**src/sv/ffc_pkg.sv**
```systemverilog
// ============================================================================
// ffc_pkg
// Shared widths, ranges, codes and types of the fuzzy freshness classifier.
// ============================================================================
package ffc_pkg;

    // payload widths
    localparam int GAS_A_W    = 10;
    localparam int GAS_B_W    = 14;
    localparam int PH_W       = 11;
    localparam int CLASS_W    = 2;
    localparam int STRENGTH_W = 13;

    // default grade resolution, Q1.12
    localparam int GRADE_BITS_DEF = 12;

    // saturation limits of the readings
    localparam logic [GAS_A_W-1:0] GAS_A_MAX = GAS_A_W'(1000);
    localparam logic [GAS_B_W-1:0] GAS_B_MAX = GAS_B_W'(10000);
    localparam logic [PH_W-1:0]    PH_MAX    = PH_W'(1400);

    // freshness class codes
    localparam logic [CLASS_W-1:0] CLS_VERY_FRESH = 2'd0;
    localparam logic [CLASS_W-1:0] CLS_FRESH      = 2'd1;
    localparam logic [CLASS_W-1:0] CLS_LESS_FRESH = 2'd2;
    localparam logic [CLASS_W-1:0] CLS_SPOILED    = 2'd3;

    // membership region codes
    localparam logic [1:0] RG_ZERO = 2'd0;
    localparam logic [1:0] RG_FULL = 2'd1;
    localparam logic [1:0] RG_RISE = 2'd2;
    localparam logic [1:0] RG_FALL = 2'd3;

    // stage load enables handed to the membership units
    typedef struct packed {
        logic s1;
        logic s2;
    } t_pipe_en;

endpackage

```
**src/sv/ffc_in_if.sv**
```systemverilog
// ============================================================================
// ffc_in_if
// Sample channel: two gas readings and one pH reading with valid/ready.
// ============================================================================
interface ffc_in_if;
    import ffc_pkg::*;

    logic               valid;
    logic               ready;
    logic [GAS_A_W-1:0] gas_a_ppm;
    logic [GAS_B_W-1:0] gas_b_ppm;
    logic [PH_W-1:0]    ph_centi;

    modport source (output valid, output gas_a_ppm, output gas_b_ppm, output ph_centi,
                    input ready);
    modport sink   (input valid, input gas_a_ppm, input gas_b_ppm, input ph_centi,
                    output ready);
endinterface

```
**src/sv/ffc_out_if.sv**
```systemverilog
// ============================================================================
// ffc_out_if
// Result channel: freshness class and winning strength with valid/ready.
// ============================================================================
interface ffc_out_if;
    import ffc_pkg::*;

    logic                  valid;
    logic                  ready;
    logic [CLASS_W-1:0]    freshness_class;
    logic [STRENGTH_W-1:0] class_strength;

    modport source (output valid, output freshness_class, output class_strength,
                    input ready);
    modport sink   (input valid, input freshness_class, input class_strength,
                    output ready);
endinterface

```
**src/sv/fuzzy_freshness_classifier.sv**
```systemverilog
// ============================================================================
// fuzzy_freshness_classifier
// Max-min fuzzy inference over two gas readings and a pH reading.
// ============================================================================
// Usage
//   i_sample carries one set of readings (gas_a_ppm, gas_b_ppm, ph_centi);
//   a transfer happens when valid and ready are both high. o_result carries
//   the freshness class and its winning strength in Q1.GRADE_BITS, masked to
//   13 bits, one result per sample, in order.
//   Readings above their ranges are clamped before grading.
// Timing
//   four register stages: membership region, reciprocal multiply, rule
//   evaluation, argmax. A result is valid once its sample reaches the argmax
//   register, and it transfers on an edge where o_result.ready is high.
//   One sample per cycle is accepted while results are taken every cycle.
// Reset and stall
//   synchronous active-low reset empties every stage; payload is not cleared.
//   Each stage loads when it is empty or the stage after it moves, so a
//   stalled receiver fills the bubbles first, then holds i_sample.ready low;
//   nothing is dropped or repeated.
// ============================================================================
module fuzzy_freshness_classifier #(
    parameter int GRADE_BITS = ffc_pkg::GRADE_BITS_DEF
) (
    input  logic       i_clk,
    input  logic       i_rst_n,
    ffc_in_if.sink     i_sample,
    ffc_out_if.source  o_result
);
    import ffc_pkg::*;

    localparam int GW = GRADE_BITS + 1;

    typedef logic [GW-1:0] t_grade;

    function automatic t_grade f_max(input t_grade a, input t_grade b);
        return (a > b) ? a : b;
    endfunction

    function automatic t_grade f_min(input t_grade a, input t_grade b);
        return (a < b) ? a : b;
    endfunction

    logic r_v1, r_v2, r_v3, r_v4;
    logic en1, en2, en3, en4;
    t_pipe_en memb_en;

    logic [GAS_A_W-1:0] sat_a;
    logic [GAS_B_W-1:0] sat_b;
    logic [PH_W-1:0]    sat_ph;

    t_grade a_lo, a_md, a_hi, b_lo, b_md, b_hi, ph_ac, ph_nt, ph_bs;
    t_grade g_lo, g_md, g_hi;
    t_grade n_s0, n_s1, n_s2, n_s3;
    t_grade r_s0, r_s1, r_s2, r_s3;

    logic [CLASS_W-1:0] n_cls, r_cls;
    t_grade             n_best;
    t_grade             r_str;

    // stage enables: a stage loads when empty or when its successor loads
    assign en4 = !r_v4 || o_result.ready;
    assign en3 = !r_v3 || en4;
    assign en2 = !r_v2 || en3;
    assign en1 = !r_v1 || en2;
    assign i_sample.ready = en1;
    assign memb_en.s1 = en1;
    assign memb_en.s2 = en2;

    // valid bits travel with the data
    always_ff @(posedge i_clk) begin
        if (!i_rst_n) begin
            r_v1 <= 1'b0;
            r_v2 <= 1'b0;
            r_v3 <= 1'b0;
            r_v4 <= 1'b0;
        end else begin
            if (en1) r_v1 <= i_sample.valid;
            if (en2) r_v2 <= r_v1;
            if (en3) r_v3 <= r_v2;
            if (en4) r_v4 <= r_v3;
        end
    end

    // clamp readings to their ranges
    assign sat_a  = (i_sample.gas_a_ppm > GAS_A_MAX) ? GAS_A_MAX : i_sample.gas_a_ppm;
    assign sat_b  = (i_sample.gas_b_ppm > GAS_B_MAX) ? GAS_B_MAX : i_sample.gas_b_ppm;
    assign sat_ph = (i_sample.ph_centi  > PH_MAX)    ? PH_MAX    : i_sample.ph_centi;

    // membership units, stages 1 and 2
    ffc_memb #(.GRADE_BITS(GRADE_BITS), .XW(GAS_A_W), .A(0), .B(50), .C(200))
        u_a_lo (.i_clk(i_clk), .i_en(memb_en), .i_x(sat_a), .o_grade(a_lo));
    ffc_memb #(.GRADE_BITS(GRADE_BITS), .XW(GAS_A_W), .A(100), .B(300), .C(600))
        u_a_md (.i_clk(i_clk), .i_en(memb_en), .i_x(sat_a), .o_grade(a_md));
    ffc_memb #(.GRADE_BITS(GRADE_BITS), .XW(GAS_A_W), .A(500), .B(800), .C(1000))
        u_a_hi (.i_clk(i_clk), .i_en(memb_en), .i_x(sat_a), .o_grade(a_hi));
    ffc_memb #(.GRADE_BITS(GRADE_BITS), .XW(GAS_B_W), .A(200), .B(500), .C(1500))
        u_b_lo (.i_clk(i_clk), .i_en(memb_en), .i_x(sat_b), .o_grade(b_lo));
    ffc_memb #(.GRADE_BITS(GRADE_BITS), .XW(GAS_B_W), .A(800), .B(2500), .C(5000))
        u_b_md (.i_clk(i_clk), .i_en(memb_en), .i_x(sat_b), .o_grade(b_md));
    ffc_memb #(.GRADE_BITS(GRADE_BITS), .XW(GAS_B_W), .A(3500), .B(7000), .C(10000))
        u_b_hi (.i_clk(i_clk), .i_en(memb_en), .i_x(sat_b), .o_grade(b_hi));
    ffc_memb #(.GRADE_BITS(GRADE_BITS), .XW(PH_W), .A(0), .B(600), .C(700))
        u_ph_ac (.i_clk(i_clk), .i_en(memb_en), .i_x(sat_ph), .o_grade(ph_ac));
    ffc_memb #(.GRADE_BITS(GRADE_BITS), .XW(PH_W), .A(600), .B(700), .C(800))
        u_ph_nt (.i_clk(i_clk), .i_en(memb_en), .i_x(sat_ph), .o_grade(ph_nt));
    // basic peaks at the top of the clamped range, so full at pH 14
    ffc_memb #(.GRADE_BITS(GRADE_BITS), .XW(PH_W), .A(700), .B(1400), .C(1400))
        u_ph_bs (.i_clk(i_clk), .i_en(memb_en), .i_x(sat_ph), .o_grade(ph_bs));

    // stage 3: merge gas levels and evaluate the rules
    always_comb begin
        g_lo = f_max(a_lo, b_lo);
        g_md = f_max(a_md, b_md);
        g_hi = f_max(a_hi, b_hi);
        n_s0 = f_min(g_lo, ph_nt);
        n_s1 = f_max(f_min(g_lo, ph_ac), f_min(g_md, ph_nt));
        n_s2 = f_max(f_min(g_lo, ph_bs), f_min(g_md, ph_ac));
        n_s3 = f_max(f_max(f_min(g_md, ph_bs), g_hi), f_max(ph_bs, f_min(g_hi, ph_nt)));
    end

    always_ff @(posedge i_clk) begin
        if (en3) begin
            r_s0 <= n_s0;
            r_s1 <= n_s1;
            r_s2 <= n_s2;
            r_s3 <= n_s3;
        end
    end

    // stage 4: argmax, lower class wins a tie
    always_comb begin
        n_cls  = CLS_VERY_FRESH;
        n_best = r_s0;
        if (r_s1 > n_best) begin
            n_cls  = CLS_FRESH;
            n_best = r_s1;
        end
        if (r_s2 > n_best) begin
            n_cls  = CLS_LESS_FRESH;
            n_best = r_s2;
        end
        if (r_s3 > n_best) begin
            n_cls  = CLS_SPOILED;
            n_best = r_s3;
        end
    end

    always_ff @(posedge i_clk) begin
        if (en4) begin
            r_cls <= n_cls;
            r_str <= n_best;
        end
    end

    // result transfer
    assign o_result.valid           = r_v4;
    assign o_result.freshness_class = r_cls;
    assign o_result.class_strength  = STRENGTH_W'(r_str);

endmodule

```
**src/sv/ffc_memb.sv**
```systemverilog
// ============================================================================
// ffc_memb
// Two-stage triangular membership unit: region and distance, then a
// constant-reciprocal multiply that gives the exact floored grade.
// ============================================================================
module ffc_memb #(
    parameter int GRADE_BITS = ffc_pkg::GRADE_BITS_DEF,
    parameter int XW         = ffc_pkg::GAS_A_W,
    parameter int A          = 0,
    parameter int B          = 50,
    parameter int C          = 200
) (
    input  logic                  i_clk,
    input  ffc_pkg::t_pipe_en     i_en,
    input  logic [XW-1:0]         i_x,
    output logic [GRADE_BITS:0]   o_grade
);
    import ffc_pkg::*;

    // slopes; a triangle whose peak sits on its right edge has no falling side
    localparam int DR   = B - A;
    localparam int DF   = (C > B) ? (C - B) : DR;
    localparam int DMAX = (DR > DF) ? DR : DF;
    localparam int DW   = $clog2(DMAX);
    localparam int K    = 2 * $clog2(DMAX);
    localparam int PW   = K + GRADE_BITS;

    // reciprocals ceil(2^(K+G)/D), exact for every distance below D
    localparam longint unsigned SCALE = 64'd1 << PW;
    localparam longint unsigned MR    = (SCALE + DR - 1) / DR;
    localparam longint unsigned MF    = (SCALE + DF - 1) / DF;
    localparam longint unsigned MMAX  = (MR > MF) ? MR : MF;
    localparam int              MW    = $clog2(MMAX + 1);

    localparam logic [MW-1:0] MR_V = MW'(MR);
    localparam logic [MW-1:0] MF_V = MW'(MF);
    localparam logic [XW-1:0] A_V  = XW'(A);
    localparam logic [XW-1:0] B_V  = XW'(B);
    localparam logic [XW-1:0] C_V  = XW'(C);

    logic [1:0]    n_rg, r_rg;
    logic [DW-1:0] n_d, r_d;
    logic [MW-1:0] m_sel;
    logic [PW-1:0] prod;
    logic [GRADE_BITS:0] n_grade, r_grade;

    // stage 1: region and distance from the foot on the same side of the peak
    always_comb begin
        n_d = '0;
        priority if (i_x <= A_V) begin
            n_rg = RG_ZERO;
        end else if (i_x == B_V) begin
            n_rg = RG_FULL;
        end else if (i_x >= C_V) begin
            n_rg = RG_ZERO;
        end else if (i_x < B_V) begin
            n_rg = RG_RISE;
            n_d  = DW'(i_x - A_V);
        end else begin
            n_rg = RG_FALL;
            n_d  = DW'(C_V - i_x);
        end
    end

    always_ff @(posedge i_clk) begin
        if (i_en.s1) begin
            r_rg <= n_rg;
            r_d  <= n_d;
        end
    end

    // stage 2: reciprocal multiply, quotient is the upper part of the product
    assign m_sel = (r_rg == RG_FALL) ? MF_V : MR_V;
    assign prod  = PW'(r_d) * PW'(m_sel);

    always_comb begin
        unique case (r_rg)
            RG_ZERO: n_grade = '0;
            RG_FULL: n_grade = {1'b1, {GRADE_BITS{1'b0}}};
            default: n_grade = {1'b0, prod[PW-1:K]};
        endcase
    end

    always_ff @(posedge i_clk) begin
        if (i_en.s2) begin
            r_grade <= n_grade;
        end
    end

    assign o_grade = r_grade;

endmodule
```
**src/flat_wrapper.sv**
```systemverilog
// flat-port wrapper written by rule: the top's interface ports become plain ports
module fuzzy_freshness_classifier_flat import ffc_pkg::*;
#(
    parameter int GRADE_BITS = ffc_pkg::GRADE_BITS_DEF
)
  (i_clk, i_rst_n, i_sample_valid, i_sample_gas_a_ppm, i_sample_gas_b_ppm, i_sample_ph_centi, i_sample_ready, o_result_valid, o_result_freshness_class, o_result_class_strength, o_result_ready);
  ffc_in_if i_sample_i ();
  ffc_out_if o_result_i ();
  input  logic i_clk;
  input  logic i_rst_n;
  input wire logic [$bits(i_sample_i.valid)-1:0] i_sample_valid;
  input wire logic [$bits(i_sample_i.gas_a_ppm)-1:0] i_sample_gas_a_ppm;
  input wire logic [$bits(i_sample_i.gas_b_ppm)-1:0] i_sample_gas_b_ppm;
  input wire logic [$bits(i_sample_i.ph_centi)-1:0] i_sample_ph_centi;
  output wire logic [$bits(i_sample_i.ready)-1:0] i_sample_ready;
  output wire logic [$bits(o_result_i.valid)-1:0] o_result_valid;
  output wire logic [$bits(o_result_i.freshness_class)-1:0] o_result_freshness_class;
  output wire logic [$bits(o_result_i.class_strength)-1:0] o_result_class_strength;
  input wire logic [$bits(o_result_i.ready)-1:0] o_result_ready;
  assign i_sample_i.valid = i_sample_valid;
  assign i_sample_i.gas_a_ppm = i_sample_gas_a_ppm;
  assign i_sample_i.gas_b_ppm = i_sample_gas_b_ppm;
  assign i_sample_i.ph_centi = i_sample_ph_centi;
  assign i_sample_ready = i_sample_i.ready;
  assign o_result_valid = o_result_i.valid;
  assign o_result_freshness_class = o_result_i.freshness_class;
  assign o_result_class_strength = o_result_i.class_strength;
  assign o_result_i.ready = o_result_ready;
  fuzzy_freshness_classifier #(.GRADE_BITS(GRADE_BITS)) u_core (.i_clk(i_clk), .i_rst_n(i_rst_n), .i_sample(i_sample_i), .o_result(o_result_i));
endmodule
```
**config.mk**
```make
export PLATFORM = sky130hd
export DESIGN_NAME = fuzzy_freshness_classifier_flat
export DESIGN_NICKNAME = d
export VERILOG_FILES = /design/src/sv/ffc_pkg.sv /design/src/sv/ffc_in_if.sv /design/src/sv/ffc_out_if.sv /design/src/sv/fuzzy_freshness_classifier.sv /design/src/sv/ffc_memb.sv /design/src/flat_wrapper.sv
export SDC_FILE = /design/constraint.sdc
export NUM_CORES = 2
export LEC_CHECK = 0
export BUFFER_PORTS_ARGS = -buffer_cell sky130_fd_sc_hd__buf_2
export CAP_MARGIN = 5
export CORE_MARGIN = 5
export CORE_UTILIZATION = 40
export DETAILED_ROUTE_END_ITERATION = 7
export GPL_ROUTABILITY_DRIVEN = 0
export GPL_TIMING_DRIVEN = 0
export PLACE_DENSITY_LB_ADDON = 0.3
export SETUP_SLACK_MARGIN = 0.4
export SLEW_MARGIN = 20
export SYNTH_ARGS = -nofsm -noshare
export SYNTH_HDL_FRONTEND = slang
export SYNTH_SLANG_ARGS = --single-unit
```
**constraint.sdc**
```tcl
create_clock -name i_clk -period 9.65 [get_ports i_clk]
set_clock_uncertainty 0.15 [all_clocks]
set_input_delay 0.965 -clock i_clk [delete_from_list [all_inputs] [get_ports i_clk]]
set_output_delay 0.965 -clock i_clk [all_outputs]
set_load 0.005 [all_outputs]
```
After elaboration in Yosys (flattened, before gate mapping)
Index checks and enable logic that the tools add are counted.
{ "totals": {"ram_bits": 0, "in_bits": 39, "mem_count": 0, "reg_bits": 293, "elab_cells": 247, "out_inout_bits": 17, "latchBits": 0, "mem_bits_ro": 0} }
{ "op_classes": {"n_reduce_logical": 27, "n_shift": 0, "eq_ne": 25, "n_mul": 9, "n_bitwise": 0, "muxes": 75, "order_cmp": 48, "div": 0, "n_addsub": 16} }
{ "ops": {"columns": ["op", "n"], "rows": [
  ["13-bit two-way mux", 18],
  ["13-bit case mux with 2 select lines", 9],
  ["13-bit greater-than comparator", 11],
  ["23-bit two-way mux", 4],
  ["13-bit < comparator", 7],
  ["9-bit by 23-bit multiplier with 30-bit output", 2],
  ["26-bit two-way mux", 2],
  ["10-bit two-way mux", 4],
  ["12-bit by 25-bit multiplier with 36-bit output", 1],
  ["12-bit by 26-bit multiplier with 36-bit output", 1],
  ["10-bit by 24-bit multiplier with 32-bit output", 1],
  ["10-bit by 26-bit multiplier with 32-bit output", 1],
  ["10-bit by 21-bit multiplier with 30-bit output, second input constant", 1],
  ["1-bit two-way mux", 29],
  ["8-bit by 23-bit multiplier with 28-bit output", 1],
  ["3-bit OR reduction", 9],
  ["7-bit by 20-bit multiplier with 26-bit output, second input constant", 1],
  ["12-bit two-way mux", 2],
  ["24-bit two-way mux", 1],
  ["11-bit by 10-bit equality test with 1-bit output, second input constant", 2],
  ["11-bit by 10-bit greater-or-equal comparator with 1-bit output, second input constant", 2],
  ["11-bit by 10-bit <= comparator with 1-bit output, second input constant", 2],
  ["11-bit by 10-bit < comparator with 1-bit output, second input constant", 2],
  ["10-bit greater-or-equal comparator, second input constant", 2],
  ["55 further kinds", 85]
]} }

Logic depth before layout (Yosys ltp)
{ "depth": {"word_depth": 8, "ltp_mapped": 41} }

By module
From an unflattened synthesis, not the netlist that was laid out.
{ "unflattened": {"hier_cells": 6839, "area_unflattened_um2": 62748.9} }
{ "by_module_without_submodules": {"columns": ["mod", "seq_area_each_um2", "area_per_inst_um2", "instances", "cells_each"], "rows": [
  ["fuzzy_freshness_classifier", 2092.0, 10986.8, 1, 1286],
  ["ffc_memb (u_core.u_b_hi)", 810.8, 8262.9, 1, 863],
  ["ffc_memb (u_core.u_b_md)", 810.8, 8226.6, 1, 892],
  ["ffc_memb (u_core.u_ph_ac)", 750.7, 6374.9, 1, 691],
  ["ffc_memb (u_core.u_b_lo)", 750.7, 6341.1, 1, 674],
  ["ffc_memb (u_core.u_a_hi)", 720.7, 5107.4, 1, 559],
  ["ffc_memb (u_core.u_a_md)", 720.7, 5007.3, 1, 555],
  ["ffc_memb (u_core.u_ph_bs)", 750.7, 4946.0, 1, 515],
  ["ffc_memb (u_core.u_a_lo)", 690.7, 4464.3, 1, 493],
  ["ffc_memb (u_core.u_ph_nt)", 660.6, 3031.7, 1, 311]
]} }

Worst setup path after synthesis
No wires, ideal clock.
{ "synth_timing": {"path_type": "register -> register", "startpoint": "reg u_core.u_a_md.r_grade[8], in the netlist u_core.u_a_md.o_grade[8]", "endpoint": "reg u_core.r_s3[10], data pin", "stages_incl_launch_ff": 40, "period_less_slack_ns": 7.876, "path_slack_ns": 1.774, "arrival_time_ns": 7.459, "required_ns": 9.233, "cell_sequence": "edfxtp_1 > ha_1 > and3_1 > a211o_1 > a211oi_1 > o21ai_0 > nand2_1 > buf_2 > mux2_2 > ha_1 > a21o_1 > a21o_1 > a21oi_1 > o21ai_0 > o21bai_1 > a21oi_2 > buf_4 > mux2i_1 > [4 not listed] > o21a_1 > o21ai_0 > a21oi_1 > o21ai_0 > a21oi_1 > buf_1 > mux2i_1 > ha_1 > nor2b_1 > o21a_1 > o21a_1 > o21ai_0 > nand2b_1 > a21oi_1 > o31ai_1 > o41ai_1 > clkbuf_1 > a21oi_1"} }
{ "synth_via": {"elab_chain_len": 8} }
{ "synth_lines": {"columns": ["element", "line", "text"], "rows": [
  ["start: declaration", "ffc_memb.sv:45", "logic [GRADE_BITS:0] n_grade, r_grade;"],
  ["start signal: assignment", "ffc_memb.sv:86", "r_grade <= n_grade;"],
  ["13-bit greater-than comparator", "fuzzy_freshness_classifier.sv:37", "return (a > b) ? a : b;"],
  ["13-bit two-way mux (*)", "fuzzy_freshness_classifier.sv:37", null],
  ["13-bit < comparator", "fuzzy_freshness_classifier.sv:41", "return (a < b) ? a : b;"],
  ["13-bit two-way mux (*)", "fuzzy_freshness_classifier.sv:41", null],
  ["13-bit greater-than comparator", "fuzzy_freshness_classifier.sv:37", null],
  ["13-bit two-way mux (*)", "fuzzy_freshness_classifier.sv:37", null],
  ["13-bit greater-than comparator", "fuzzy_freshness_classifier.sv:37", null],
  ["13-bit two-way mux (*)", "fuzzy_freshness_classifier.sv:37", null],
  ["via u_core.n_s3[10]", "fuzzy_freshness_classifier.sv:54", "t_grade n_s0, n_s1, n_s2, n_s3;"],
  ["end signal: assignment", "fuzzy_freshness_classifier.sv:127", "r_s3 <= n_s3;"],
  ["end: declaration", "fuzzy_freshness_classifier.sv:55", "t_grade r_s0, r_s1, r_s2, r_s3;"]
]} }
Mark *: on every way through the listed nets, which the timed path passes. The rest lies on a longest branch.
A chain may end at the register's enable or synchronous reset.

Worst setup path in the final report
{ "layout_timing": {"startpoint": "reg u_core.u_a_md.r_grade[8], in the netlist u_core.u_a_md.o_grade[8]", "endpoint": "reg u_core.r_s3[11], data pin"} }
Same word-level chain as after synthesis.

==> flow_metrics.tcl <==
set metrics [dict create \
    async_flop_share_pct 0 \
    p_int_mw 8.668 \
    drc_errors 0 \
    path_buf_inv 5 \
    final_max_slew_viol_count 0 \
    end_kind "register" \
    power.share.sequential_pct 13.6 \
    insertion_delay_ps 570 \
    num_io_pins 56 \
    r2r_cells 38 \
    regArea_mm2 0.008758 \
    rsz0062_at_grt "false" \
    grt_pass1_vias 42160 \
    run_status "complete, no violations" \
    p_leak_nw 32.43 \
    start_kind "register" \
    power_mw 17.27 \
    worstHoldPathCells 2 \
    fin_setup_tns_ps 0 \
    dr.pass1.iters 6 \
    synth_edf_count 289 \
    dp_hpwl_um 121300 \
    worst-path-stages 38 \
    final_common_cell "inv_1" \
    hold_viol_final 0 \
    clock_path_buffers 3 \
    cpLargestDelayFamily "compound AO/OA/AOI/OAI gates" \
    timing.hold.ws_ps 332.6 \
    fin_crit_ps 8876 \
    cts.sinks 293 \
    nets 7646 \
    ys.flop_type "edfxtp_1" \
    crit_path_max_incr_delay_ps 490 \
    antenna_cells 0 \
    rr_startpoint "u_core.u_a_md.o_grade[8]" \
    crit_fanout 10 \
    cap_viol_max_count 0 \
    coreArea_mm2 0.1414 \
    seq_area_frac_synth_pct 15.39 \
    holdCritStartpoint "u_core.r_v2" \
    ant_nets 0 \
    fin_crit_sh_pct 91.98 \
    die_x_um 387.2 \
    worst_pin_slew_ps 1042 \
    ctsHtreeMaxLevel 2 \
    drtIter0Drc 2726 \
    netSwitchingPower_mw 8.603 \
    synth_top_family_by_area "adder cells" \
    power.density_mw_per_mm2 283.0 \
    critPathArrivalTime_ps 9110 \
    yosysUniqueCellTypes 87 \
    clk_pin_slew_worst_paths_ps 60 \
    synthToLayoutAreaGrowth_pct 7.222 \
    swShare_pct 49.81 \
    critical_path_class "register to register" \
    totalWireLength_um 140700 \
    fmax_mhz 112.7 \
    slew_headroom_pct 30.36 \
    critPathSlowestCell "mux2_2" \
    grt_pass1_wl_um 227400 \
    cts_buffers 36 \
    fillers 13610 \
    setup_viol 0 \
    avgSynthCellArea_um2 10.08 \
    hp-class "register to register" \
    die_h_um 387.2 \
    multiInputGateArea_mm2 0.04309 \
    synth_simple_gate_area_share_pct 9.247 \
    synth-compound-area-share_pct 7.983 \
    power_frac_comb_pct 78.4 \
    antenna_found_initial 11 \
    cts_tree "yes" \
    overflow 0 \
    wl_per_cell_um 18.33 \
    synthMuxAreaShare_pct 3.997 \
    final_cell_mix "inv_1, ha_1, fa_1" \
    grt_use_total_pct 18.84 \
    routed_via_density 5.167 \
    synthCells 5646 \
    clkPwrFrac_pct 8.0 \
    ys_ff_latch 293 \
    start_util_pct 40.24 \
    ys_warn_count 0 \
    grt_start_max_net_pins 87 \
    die_area_mm2 0.1499 \
    ir_worst_vdd_mv 0.3874 \
    rows 138 \
    startpoint "u_core.u_a_md.o_grade[8]" \
    drive_gt1_share_pct 4.612 \
    cts_root_buffer "clkbuf_16" \
    dr_total_vias 39680 \
    syn_area_mm2 0.05691 \
    synth_fa_ha_area_share_pct 51.79 \
    io_buffers 40 \
    synth_xor_area_share_pct 2.355 \
    cp.required_ps 9880 \
]
## registers in the layout (all words and copies together), names as in the netlist, 10 cells and up
name,flops
u_core.u_a_lo.o_grade,13
u_core.r_s1,13
u_core.u_ph_bs.o_grade,13
u_core.u_b_hi.o_grade,13
u_core.u_b_hi.r_d,12
u_core.r_s3,13
u_core.r_s2,13
u_core.u_ph_ac.r_d,10
u_core.u_b_lo.r_d,10
u_core.u_ph_bs.r_d,10
u_core.u_b_md.r_d,12
u_core.u_ph_nt.o_grade,13
u_core.u_b_lo.o_grade,13
u_core.u_ph_ac.o_grade,13
u_core.u_a_hi.o_grade,13
u_core.u_b_md.o_grade,13
u_core.r_s0,13
u_core.u_a_md.o_grade,13
u_core.o_result.class_strength,13
## per-stage QoR
| stage | instance area, µm² | util [%] | instances | setup WS (ps) |
|---|---|---|---|---|
| 2_1_floorplan | 57030 | - | 5679 | 1774 |
| 3_3_place_gp | 59600 | 42.15 | 7609 | 278.9 |
| 3_5_place_dp | 59710 | 42.22 | 7612 | 250.2 |
| 4_1_cts | 60940 | 43.09 | 7676 | 460.6 |
| 5_1_grt | 61020 | 43.15 | 7679 | 258.8 |
| 6_report | 61020 | 43.15 | 7679 | 773.8 |
## worst paths after layout
path / endpoint / slack [ps]
max: u_core.r_s3[11] / 770
min: u_core.r_v3 / 330
max reg2reg: u_core.r_s3[11] / 770
min reg2reg: u_core.r_v3 / 330
## synthesized netlist by cell type, drive strengths merged, types with 9 or more instances
library cell  number  area [µm²]
nor2b             61       381.6
mux2i            144        1441
and3              70       437.9
o211ai            21       157.7
and2             119       744.5
or3               20       125.1
a211o             12       105.1
xor2              44       385.4
buf               20       106.4
clkbuf           103       386.6
nand2            236       885.9
inv             1267        4756
a211oi            28       215.2
nor3b             11       82.58
nor2             234       880.9
o31ai              9       81.33
nand2b            35       219.0
nand3             71       355.3
nor3              59       300.3
o21bai            11       82.58
o21ai            149       749.5
or2               32       200.2
fa               853       17080
ha               991       12400
edfxtp           289        8678
nand4             59       369.1
nor4              16       115.1
a21o              92       690.7
xnor2            109       954.7
mux2              74       833.3
o21a              37       277.8
a21oi            217        1090
a221oi            12       105.1
a31oi             31       215.2
a21boi             9       67.57
## what timing repair did
| item | in CTS | in global routing |
|---|---|---|
| cloned | 0 | 1 |
| endpoints found under the setup margin | 10 | 12 |
| endpoints found under the hold margin | 0 | 0 |
| hold buffers | 0 | 0 |
| setup buffers | 0 | 2 |
| resized for setup | 1 | 27 |
## per-layer routing
metal,track usage (%),vias to the layer above,part of all wire [%]
li1,-,18760,-
met5,0,-,0
met2,31.88,971,48
met1,25.92,19710,45
met3,1.770,237,4.7
met4,5.199,0,3.2
## power by group through the flow
stage / Combinational, mW / Clock (mW) / Sequential [mW]
after global routing: 15.3 / 1.47 / 2.37
after global placement: 12.9 / 0 / 2.36
after CTS: 13.3 / 1.42 / 2.34
after floorplan: 10.1 / 0 / 2.15
final: 13.5 / 1.38 / 2.35
after detailed placement: 13.2 / 0 / 2.36
## logic make-up (layout without fill, tap and decap cells)
| logic type | after synthesis | after routing |
|---|---|---|
| fa+ha+maj | 1844 | 1844 |
| compound gates | 703 | 703 |
| other cells | 2 | 35 |
| simple gates | 1043 | 1043 |
| mux | 218 | 218 |
| flops | 293 | 293 |
| xor+xnor | 153 | 153 |
| buf+inv | 1390 | 1500 |
## tightest hold or removal path, delay by kind of cell (launching register included)
kind             cells  cell delay [ps]
AND/OR/NAND/NOR      1               90
flip-flops           1              320
AO/OA/AOI/OAI        1               40
## final cells by class
type	count	area share, %
multi-input combinational	3996	70.61
clock inverter	26	0.5290
timing repair buffer	46	0.4962
sequential	293	14.35
clock buffer	38	1.489
inverter	1267	7.802
tap	1890	3.875
buffer	123	0.8468
Power figures use the tool's default switching activity.
